### config.mk
export PLATFORM = sky130hd
export DESIGN_NAME = vn2o_norm
export DESIGN_NICKNAME = d
export VERILOG_FILES = /design/src/design/vn2o_pkg.sv /design/src/design/vn2o_norm.sv
export SDC_FILE = /design/constraint.sdc
export NUM_CORES = 2
export LEC_CHECK = 0
export BUFFER_PORTS_ARGS = -buffer_cell sky130_fd_sc_hd__buf_4
export CORE_MARGIN = 1.5
export CORE_UTILIZATION = 35
export CTS_BUF_LIST = sky130_fd_sc_hd__clkbuf_8
export CTS_CLUSTER_DIAMETER = 100
export DETAILED_ROUTE_END_ITERATION = 10
export PLACE_DENSITY = 0.57
export SLEW_MARGIN = 10
export SYNTH_ARGS = -nofsm -noshare
export SYNTH_HDL_FRONTEND = slang
export SYNTH_SLANG_ARGS = --single-unit
### constraint.sdc
create_clock -name clk -period 17.2 [get_ports clk]
set_input_delay 2.58 -clock clk [delete_from_list [all_inputs] [get_ports clk]]
set_output_delay 2.58 -clock clk [all_outputs]
set_load 0.05 [all_outputs]
### src/design/vn2o_pkg.sv
// ----------------------------------------------------------------------------
// vn2o_pkg
// Shared types and constants of the fractal 2D value noise core: the lattice
// permutation ROM, the seed offset, register indexes and the reciprocal table
// used by the normalizer.
// ----------------------------------------------------------------------------
package vn2o_pkg;

    // register indexes of the configuration port
    localparam logic REG_FREQUENCY = 1'b0;
    localparam logic REG_OCTAVES   = 1'b1;

    localparam logic [23:0] FREQ_RESET    = 24'd65536;
    localparam logic [3:0]  OCTAVES_RESET = 4'd4;

    // low byte of the hash seed 276327645
    localparam logic [7:0] SEED_OFS = 8'd221;

    localparam int POINT_W = 40;

    typedef logic [POINT_W-1:0] point_t;

    localparam logic [7:0] PERM_ROM [256] = '{
        8'd208, 8'd34, 8'd231, 8'd213, 8'd32, 8'd248, 8'd233, 8'd56,
        8'd161, 8'd78, 8'd24, 8'd140, 8'd71, 8'd48, 8'd140, 8'd254,
        8'd245, 8'd255, 8'd247, 8'd247, 8'd40, 8'd185, 8'd248, 8'd251,
        8'd245, 8'd28, 8'd124, 8'd204, 8'd204, 8'd76, 8'd36, 8'd1,
        8'd107, 8'd28, 8'd234, 8'd163, 8'd202, 8'd224, 8'd245, 8'd128,
        8'd167, 8'd204, 8'd9, 8'd92, 8'd217, 8'd54, 8'd239, 8'd174,
        8'd173, 8'd102, 8'd193, 8'd189, 8'd190, 8'd121, 8'd100, 8'd108,
        8'd167, 8'd44, 8'd43, 8'd77, 8'd180, 8'd204, 8'd8, 8'd81,
        8'd70, 8'd223, 8'd11, 8'd38, 8'd24, 8'd254, 8'd210, 8'd210,
        8'd177, 8'd32, 8'd81, 8'd195, 8'd243, 8'd125, 8'd8, 8'd169,
        8'd112, 8'd32, 8'd97, 8'd53, 8'd195, 8'd13, 8'd203, 8'd9,
        8'd47, 8'd104, 8'd125, 8'd117, 8'd114, 8'd124, 8'd165, 8'd203,
        8'd181, 8'd235, 8'd193, 8'd206, 8'd70, 8'd180, 8'd174, 8'd0,
        8'd167, 8'd181, 8'd41, 8'd164, 8'd30, 8'd116, 8'd127, 8'd198,
        8'd245, 8'd146, 8'd87, 8'd224, 8'd149, 8'd206, 8'd57, 8'd4,
        8'd192, 8'd210, 8'd65, 8'd210, 8'd129, 8'd240, 8'd178, 8'd105,
        8'd228, 8'd108, 8'd245, 8'd148, 8'd140, 8'd40, 8'd35, 8'd195,
        8'd38, 8'd58, 8'd65, 8'd207, 8'd215, 8'd253, 8'd65, 8'd85,
        8'd208, 8'd76, 8'd62, 8'd3, 8'd237, 8'd55, 8'd89, 8'd232,
        8'd50, 8'd217, 8'd64, 8'd244, 8'd157, 8'd199, 8'd121, 8'd252,
        8'd90, 8'd17, 8'd212, 8'd203, 8'd149, 8'd152, 8'd140, 8'd187,
        8'd234, 8'd177, 8'd73, 8'd174, 8'd193, 8'd100, 8'd192, 8'd143,
        8'd97, 8'd53, 8'd145, 8'd135, 8'd19, 8'd103, 8'd13, 8'd90,
        8'd135, 8'd151, 8'd199, 8'd91, 8'd239, 8'd247, 8'd33, 8'd39,
        8'd145, 8'd101, 8'd120, 8'd99, 8'd3, 8'd186, 8'd86, 8'd99,
        8'd41, 8'd237, 8'd203, 8'd111, 8'd79, 8'd220, 8'd135, 8'd158,
        8'd42, 8'd30, 8'd154, 8'd120, 8'd67, 8'd87, 8'd167, 8'd135,
        8'd176, 8'd183, 8'd191, 8'd253, 8'd115, 8'd184, 8'd21, 8'd233,
        8'd58, 8'd129, 8'd233, 8'd142, 8'd39, 8'd128, 8'd211, 8'd118,
        8'd137, 8'd139, 8'd255, 8'd114, 8'd20, 8'd218, 8'd113, 8'd154,
        8'd27, 8'd127, 8'd246, 8'd250, 8'd1, 8'd8, 8'd198, 8'd250,
        8'd209, 8'd92, 8'd222, 8'd173, 8'd21, 8'd88, 8'd102, 8'd219
    };

    // floor(2^32 / (2^n - 1)); n = 0 never reaches the divider
    function automatic logic [32:0] recip(input logic [4:0] n);
        logic [32:0] r;
        unique case (n)
            5'd1:    r = 33'd4294967296;
            5'd2:    r = 33'd1431655765;
            5'd3:    r = 33'd613566756;
            5'd4:    r = 33'd286331153;
            5'd5:    r = 33'd138547332;
            5'd6:    r = 33'd68174084;
            5'd7:    r = 33'd33818640;
            5'd8:    r = 33'd16843009;
            5'd9:    r = 33'd8405024;
            5'd10:   r = 33'd4198404;
            5'd11:   r = 33'd2098176;
            5'd12:   r = 33'd1048832;
            5'd13:   r = 33'd524352;
            5'd14:   r = 33'd262160;
            5'd15:   r = 33'd131076;
            5'd16:   r = 33'd65537;
            default: r = 33'd0;
        endcase
        return r;
    endfunction

endpackage

### src/design/vn2o_norm.sv
// ----------------------------------------------------------------------------
// vn2o_norm
// Octave weighting, registered adder tree and division by 2^24*(2^n-1)
// through a reciprocal multiply with one correction step.
// ----------------------------------------------------------------------------
module vn2o_norm #(
    parameter int MAX_OCTAVES = 8
) (
    input  logic                         clk,
    input  logic                         adv,
    input  logic [4:0]                   n_oct,
    input  logic [MAX_OCTAVES-1:0][39:0] oct_value,
    output logic [15:0]                  noise
);

    // weighted sum reaches 255 * 2^32 * (2^n - 1), one bit past 40 + n - 1
    localparam int AW = 40 + MAX_OCTAVES;
    localparam int MW = AW - 24;
    localparam int G  = (MAX_OCTAVES + 3) / 4;

    logic [MAX_OCTAVES-1:0][AW-1:0] term_next, term_reg;
    logic [G-1:0][AW-1:0]           grp_next, grp_reg;
    logic [AW-1:0]                  sum_next, sum_reg;
    logic [MW-1:0]                  m4;
    logic [MW+32:0]                 prod;
    logic [MW-1:0]                  q5_reg, m5_reg;
    logic [MW-1:0]                  q6_reg, qd6_reg, m6_reg;
    logic [MW+MAX_OCTAVES-1:0]      qd_full;
    logic [MAX_OCTAVES-1:0]         dvs;
    logic [MW-1:0]                  rem;
    logic [MW-1:0]                  q_fix;
    logic [15:0]                    noise_reg, noise_next;

    // octave i weighs 2^(n-1-i); unused octaves drop out
    always_comb
    begin
        int amt;
        for (int i = 0; i < MAX_OCTAVES; i++)
        begin
            amt = int'(n_oct) - 1 - i;
            if (i < int'(n_oct))
                term_next[i] = AW'(oct_value[i]) << amt;
            else
                term_next[i] = '0;
        end
    end

    always_comb
    begin
        for (int g = 0; g < G; g++)
        begin
            grp_next[g] = '0;
            for (int k = 0; k < 4; k++)
            begin
                if (g * 4 + k < MAX_OCTAVES)
                    grp_next[g] = grp_next[g] + term_reg[g * 4 + k];
            end
        end
        sum_next = '0;
        for (int g = 0; g < G; g++)
            sum_next = sum_next + grp_reg[g];
    end

    assign m4      = sum_reg[AW-1:24];
    assign prod    = m4 * vn2o_pkg::recip(n_oct);
    assign dvs     = MAX_OCTAVES'((33'd1 << n_oct) - 33'd1);
    assign qd_full = q5_reg * dvs;
    assign rem     = m6_reg - qd6_reg;
    assign q_fix   = (rem >= MW'(dvs)) ? q6_reg + MW'(1) : q6_reg;
    assign noise_next = (n_oct == 5'd0) ? 16'd0 : q_fix[15:0];

    always_ff @(posedge clk)
    begin
        if (adv)
        begin
            term_reg  <= term_next;
            grp_reg   <= grp_next;
            sum_reg   <= sum_next;
            q5_reg    <= prod[MW+31:32];
            m5_reg    <= m4;
            q6_reg    <= q5_reg;
            qd6_reg   <= qd_full[MW-1:0];
            m6_reg    <= m5_reg;
            noise_reg <= noise_next;
        end
    end

    assign noise = noise_reg;

endmodule

Yosys cells after proc, flatten, opt, wreduce, memory -nomap -nowiden
Memories as Yosys holds them, arrays and structs flattened.
Cells that the tools add are included.
{"block": "totals", "memories": 1, "romBits": 864, "out_inout_bits": 16, "reg_bits": 656}
{"block": "classes", "n_mux": 1, "n_mul": 2, "n_shift": 9, "add_sub_neg": 18, "n_reduce_logical": 1, "magnitude_cmp": 9}
{"memory": "(name not given)", "words": 32, "width": 27, "rd": 1, "rd_clocked_by_memory_dff": 0, "write_ports": 0, "line": "vn2o_pkg.sv:61", "text": "unique case (n)"}
{"operator": "40-bit by 32-bit << shifter with 48-bit output", "n": 8}
{"operator": "48-bit adder", "n": 7}
{"operator": "24-bit by 33-bit multiplier with 56-bit output", "n": 1}
{"operator": "6-bit by 4-bit subtractor with 7-bit output (second input constant)", "n": 4}
{"operator": "24-bit by 8-bit >= comparator with 1-bit output", "n": 1}
{"operator": "24-bit by 8-bit multiplier with 24-bit output", "n": 1}
{"operator": "24-bit subtractor", "n": 1}
{"operator": "3-bit by 5-bit less-than comparator with 1-bit output (first input constant)", "n": 4}
{"operator": "16-bit by 1-bit adder with 16-bit output (second input constant)", "n": 1}
{"operator": "16-bit two-way mux", "n": 1}
{"operator": "6-bit by 3-bit subtractor with 7-bit output (second input constant)", "n": 2}
{"operator": "1-bit by 5-bit less-than comparator with 1-bit output (first input constant)", "n": 2}
{"operator": "2-bit by 5-bit less-than comparator with 1-bit output (first input constant)", "n": 2}
{"operator": "1-bit by 5-bit << shifter with 8-bit output (first input constant)", "n": 1}
{"operator": "8-bit by 1-bit subtractor with 8-bit output (second input constant)", "n": 1}
{"operator": "6-bit by 2-bit subtractor with 7-bit output (second input constant)", "n": 1}
{"operator": "5-bit by 1-bit subtractor with 6-bit output (second input constant)", "n": 1}
{"operator": "5-bit zero test", "n": 1}

Logic depth before layout (Yosys ltp)
{"block": "logic_depth", "ltp_word": 4, "depth_mapped": 43, "ltp_nobuf": 33}

Least setup slack after synthesis
No wires, ideal clock.
{"block": "synth_path", "path_type": "input to register", "from": "in n_oct[0]", "to": "reg q5_reg[22], data pin", "t_arrival_ns": 11.881, "required_time_ns": 16.942, "cell_stages": 41, "slack_ns": 5.062, "path_cell_list": "buf_2 -> clkinv_1 -> clkbuf_1 -> buf_1 -> buf_1 -> ha_1 -> clkbuf_1 -> clkbuf_1 -> clkbuf_1 -> buf_2 -> buf_2 -> nor3_1 -> a21oi_1 -> nor2_1 -> clkbuf_1 -> nand2_1 -> fa_1 -> inv_1 -> (+5 left out) -> fa_1 -> fa_1 -> inv_1 -> fa_1 -> inv_1 -> ha_1 -> a21oi_1 -> o21ai_0 -> a222oi_1 -> o21ai_0 -> a21oi_1 -> o21a_1 -> o21ai_2 -> a211oi_1 -> a21oi_2 -> a21o_1 -> a21oi_1 -> xnor2_1"}
{"block": "synth_via", "elab_chain_len": 2}
{"element": "start, declared", "line": "vn2o_norm.sv:11", "text": "input logic [4:0] n_oct,"}
{"element": "memory 32 x 27 bit"}
{"element": "24-bit by 33-bit multiplier with 56-bit output", "line": "vn2o_norm.sv:65", "text": "assign prod = m4 * vn2o_pkg::recip(n_oct);"}
{"element": "via prod[54]", "line": "vn2o_norm.sv:25", "text": "logic [MW+32:0] prod;"}
{"element": "end signal, assigned", "line": "vn2o_norm.sv:79", "text": "q5_reg <= prod[MW+31:32];"}
{"element": "end, declared", "line": "vn2o_norm.sv:26", "text": "logic [MW-1:0] q5_reg, m5_reg;"}
The timed path passes the listed nets, and every way through them passes these cells.
A chain may end at the register's enable or synchronous reset.

Worst setup path in the final report
Ends and elaborated chain as after synthesis.

==> flow_summary.toml <==
[status]
outcome = "finished, final reports clean"

[power_and_ir_drop]
seqPwrFrac_pct = 17.7
power_frac_comb_pct = 74.1
switchingPower_uw = 8800
peakVddDrop_mv = 0.412
clockPowerShare_pct = 8.3
swShare_pct = 50.6
p_int_uw = 8580
p_per_area_nw_per_um2 = 202
total_leakage_power_uw = 0.0370

[route]
first_pass_iters = 8
vias_per_cell = 5.63
wl_um = 303000
ant_nets = 0
vias = 64300
wl_per_cell_um = 26.6
remaining_drc_errors = 0
dr.first_iter.drc_count = 7155

[final_layout]
largest_reg_flops = 384
stdcell_area_um2 = 86000
final_cell_mix = "nand2_1 (909), inv_1 (908), nor2_1 (868)"
final_layout_size_suffix_gt1_share_pct = 11.9
nNetsFinal = 9984
syn_to_final_growth_pct = 10.6
fillCellCount = 21900
final_common_cell = "nand2_1"

[setup_path]
crit_type = "in2reg"
end_kind = "flip-flop"
cp_top_family = "adder cells"
critical_path_buf_inv_count = 10
required_ps = 17800
critical_path.max_fanout = 26
cp_slowest_cell = "a222oi_1"
worst_ep_arrival_time_ps = 12360
critical_path.max_stage_delay_ps = 550
start_kind = "input pin"
path_common_cell = "fa_1"

[worst_hold_path]
hp-class = "reg2reg"

[grt]
antenna_found_initial = 59
overflow = 0
grt_pass1_vias = 63700
grt_start_max_net_pins = 171
grt_pass1_wl_um = 439000
track_usage_pct = 26.6

[timing]
rsz0062_at_grt = "false"
relSlewSlack_pct = 13.5
finalCritPeriodShare_pct = 68.4
fmax_ghz = 0.0850
whs_ps = 412
skew_ps = 80.3
slew_violations = 0
setup_slack_ps = 5440
worst_pin_slew_ps = 1280
final.setup.tns_ps = 0
setup_viol = 0
min_period_ps = 11760
hold_violations = 0

[die]
initial_core_util_pct = 35.3
die_area_um2 = 225000
boundaryPins = 343
die_h_um = 474
rows = 172
die_x_um = 474
coreArea_um2 = 220000

[synthesis]
synth_seq_cells = 632
syn_inst = 8208
synth_top_area_share_pct = 24.4
synth_edf_count = 632
synth_area_um2 = 77800
synthArstFlopShare_pct = 0
seq_area_frac_synth_pct = 24.4
yosys-top-cells-area = "edfxtp_1 (24%), fa_1 (21%), ha_1 (7.9%), mux4_2 (6.1%), nand2_1 (4.4%)"
ys_types = 84
avgSynthCellArea_um2 = 9.47
syn_nets = 9860
yosysTopAreaCell = "edfxtp_1"
yosysWarnings = 0
ys.flop_type = "edfxtp_1"

[clock_tree]
cts_resized = 0
cts_tree = "built"
clock_latency_ps = 880
clkSinkCount = 632
cts_root_buf = "clkbuf_8"
cts-htree-levels = 3
cts.path.max_buffers = 3
numCtsBuffers = 113
cts.clk_slew.worst_paths_ps = 60
hold_buffers = 0
post-cts-setup-buffers = 0

[job]
max_cap_viol_count = 0

[place]
portBuffers = 342
pre_cts_slack_ps = 4640
hpwl_um = 240000
place_area_um2 = 83700
gp_congestion = 0.976
## cell type report
cell class / instances / area, µm² / area share [%]
antenna: 41 / 103 / 0.119
multi-input combinational: 6208 / 53900 / 62.7
tap: 2958 / 3700 / 4.30
clock inverter: 91 / 687 / 0.799
sequential: 632 / 19000 / 22.1
inverter: 883 / 3320 / 3.86
timing repair buffer: 494 / 3750 / 4.36
clock buffer: 113 / 1560 / 1.81
## Yosys cell counts (all sizes together), types with 129 or more instances
cell,instances
a21oi,453
and2,354
clkbuf,384
edfxtp,632
fa,835
ha,490
inv,880
mux2i,196
mux4,211
nand2,909
nor2,876
nor2b,129
nor3,156
o21ai,314
xnor2,159
## routing by layer
layer / global-route usage (%) / share of wire (%)
met5: 0 / 0.070
met1: 34.7 / 41
met3: 5.09 / 8.2
met4: 12.5 / 5.1
met2: 42.4 / 46
## worst register-to-register path: cells and delay by family (launching register included)
| family | cells | cell delay [ps] |
|---|---|---|
| buffers and inverters | 6 | 740 |
| adders and majority gates | 8 | 3850 |
| and+or+nand+nor | 3 | 450 |
| DFF | 1 | 930 |
| AOI/OAI and AO/OA | 9 | 2670 |
| xor gates and xnor gates | 1 | 90 |
## cell families after synthesis
kind of cell	after synthesis	share of synthesized area [%]
simple gates	2827	16.7
compound gates	1399	11.3
buf+inv	1368	6.70
fa+ha+maj	1325	29.4
flops	632	24.4
mux	447	9.21
xor+xnor	210	2.37
## metrics by stage
step / instances / util (%) / total power [µW]
floorplan: 8208 / - / 11800
global placement: 11200 / 38.0 / 15700
detailed placement: 11200 / 38.0 / 15800
CTS: 11400 / 39.0 / 17400
global route: 11400 / 39.1 / 18900
finish: 11400 / 39.1 / 17400
## power by group through the flow
stage,Clock (µW),Sequential (µW),Combinational (µW)
6_report,1440,3070,12900
4_1_cts,1470,3080,12800
5_1_grt,1530,3100,14200
3_3_place_gp,0,3100,12600
2_1_floorplan,0,2940,8900
3_5_place_dp,0,3110,12700
## final timing paths
path / start / end / slack [ps] / cells past startpoint
max reg2reg: sum_reg[28] / q5_reg[22] / 8230 / 27
max: n_oct[0] / q5_reg[22] / 5440 / 35
min: m5_reg[12] / m6_reg[12] / 410 / 0
min reg2reg: m5_reg[12] / m6_reg[12] / 410 / 0
Power figures use the tool's default switching activity.
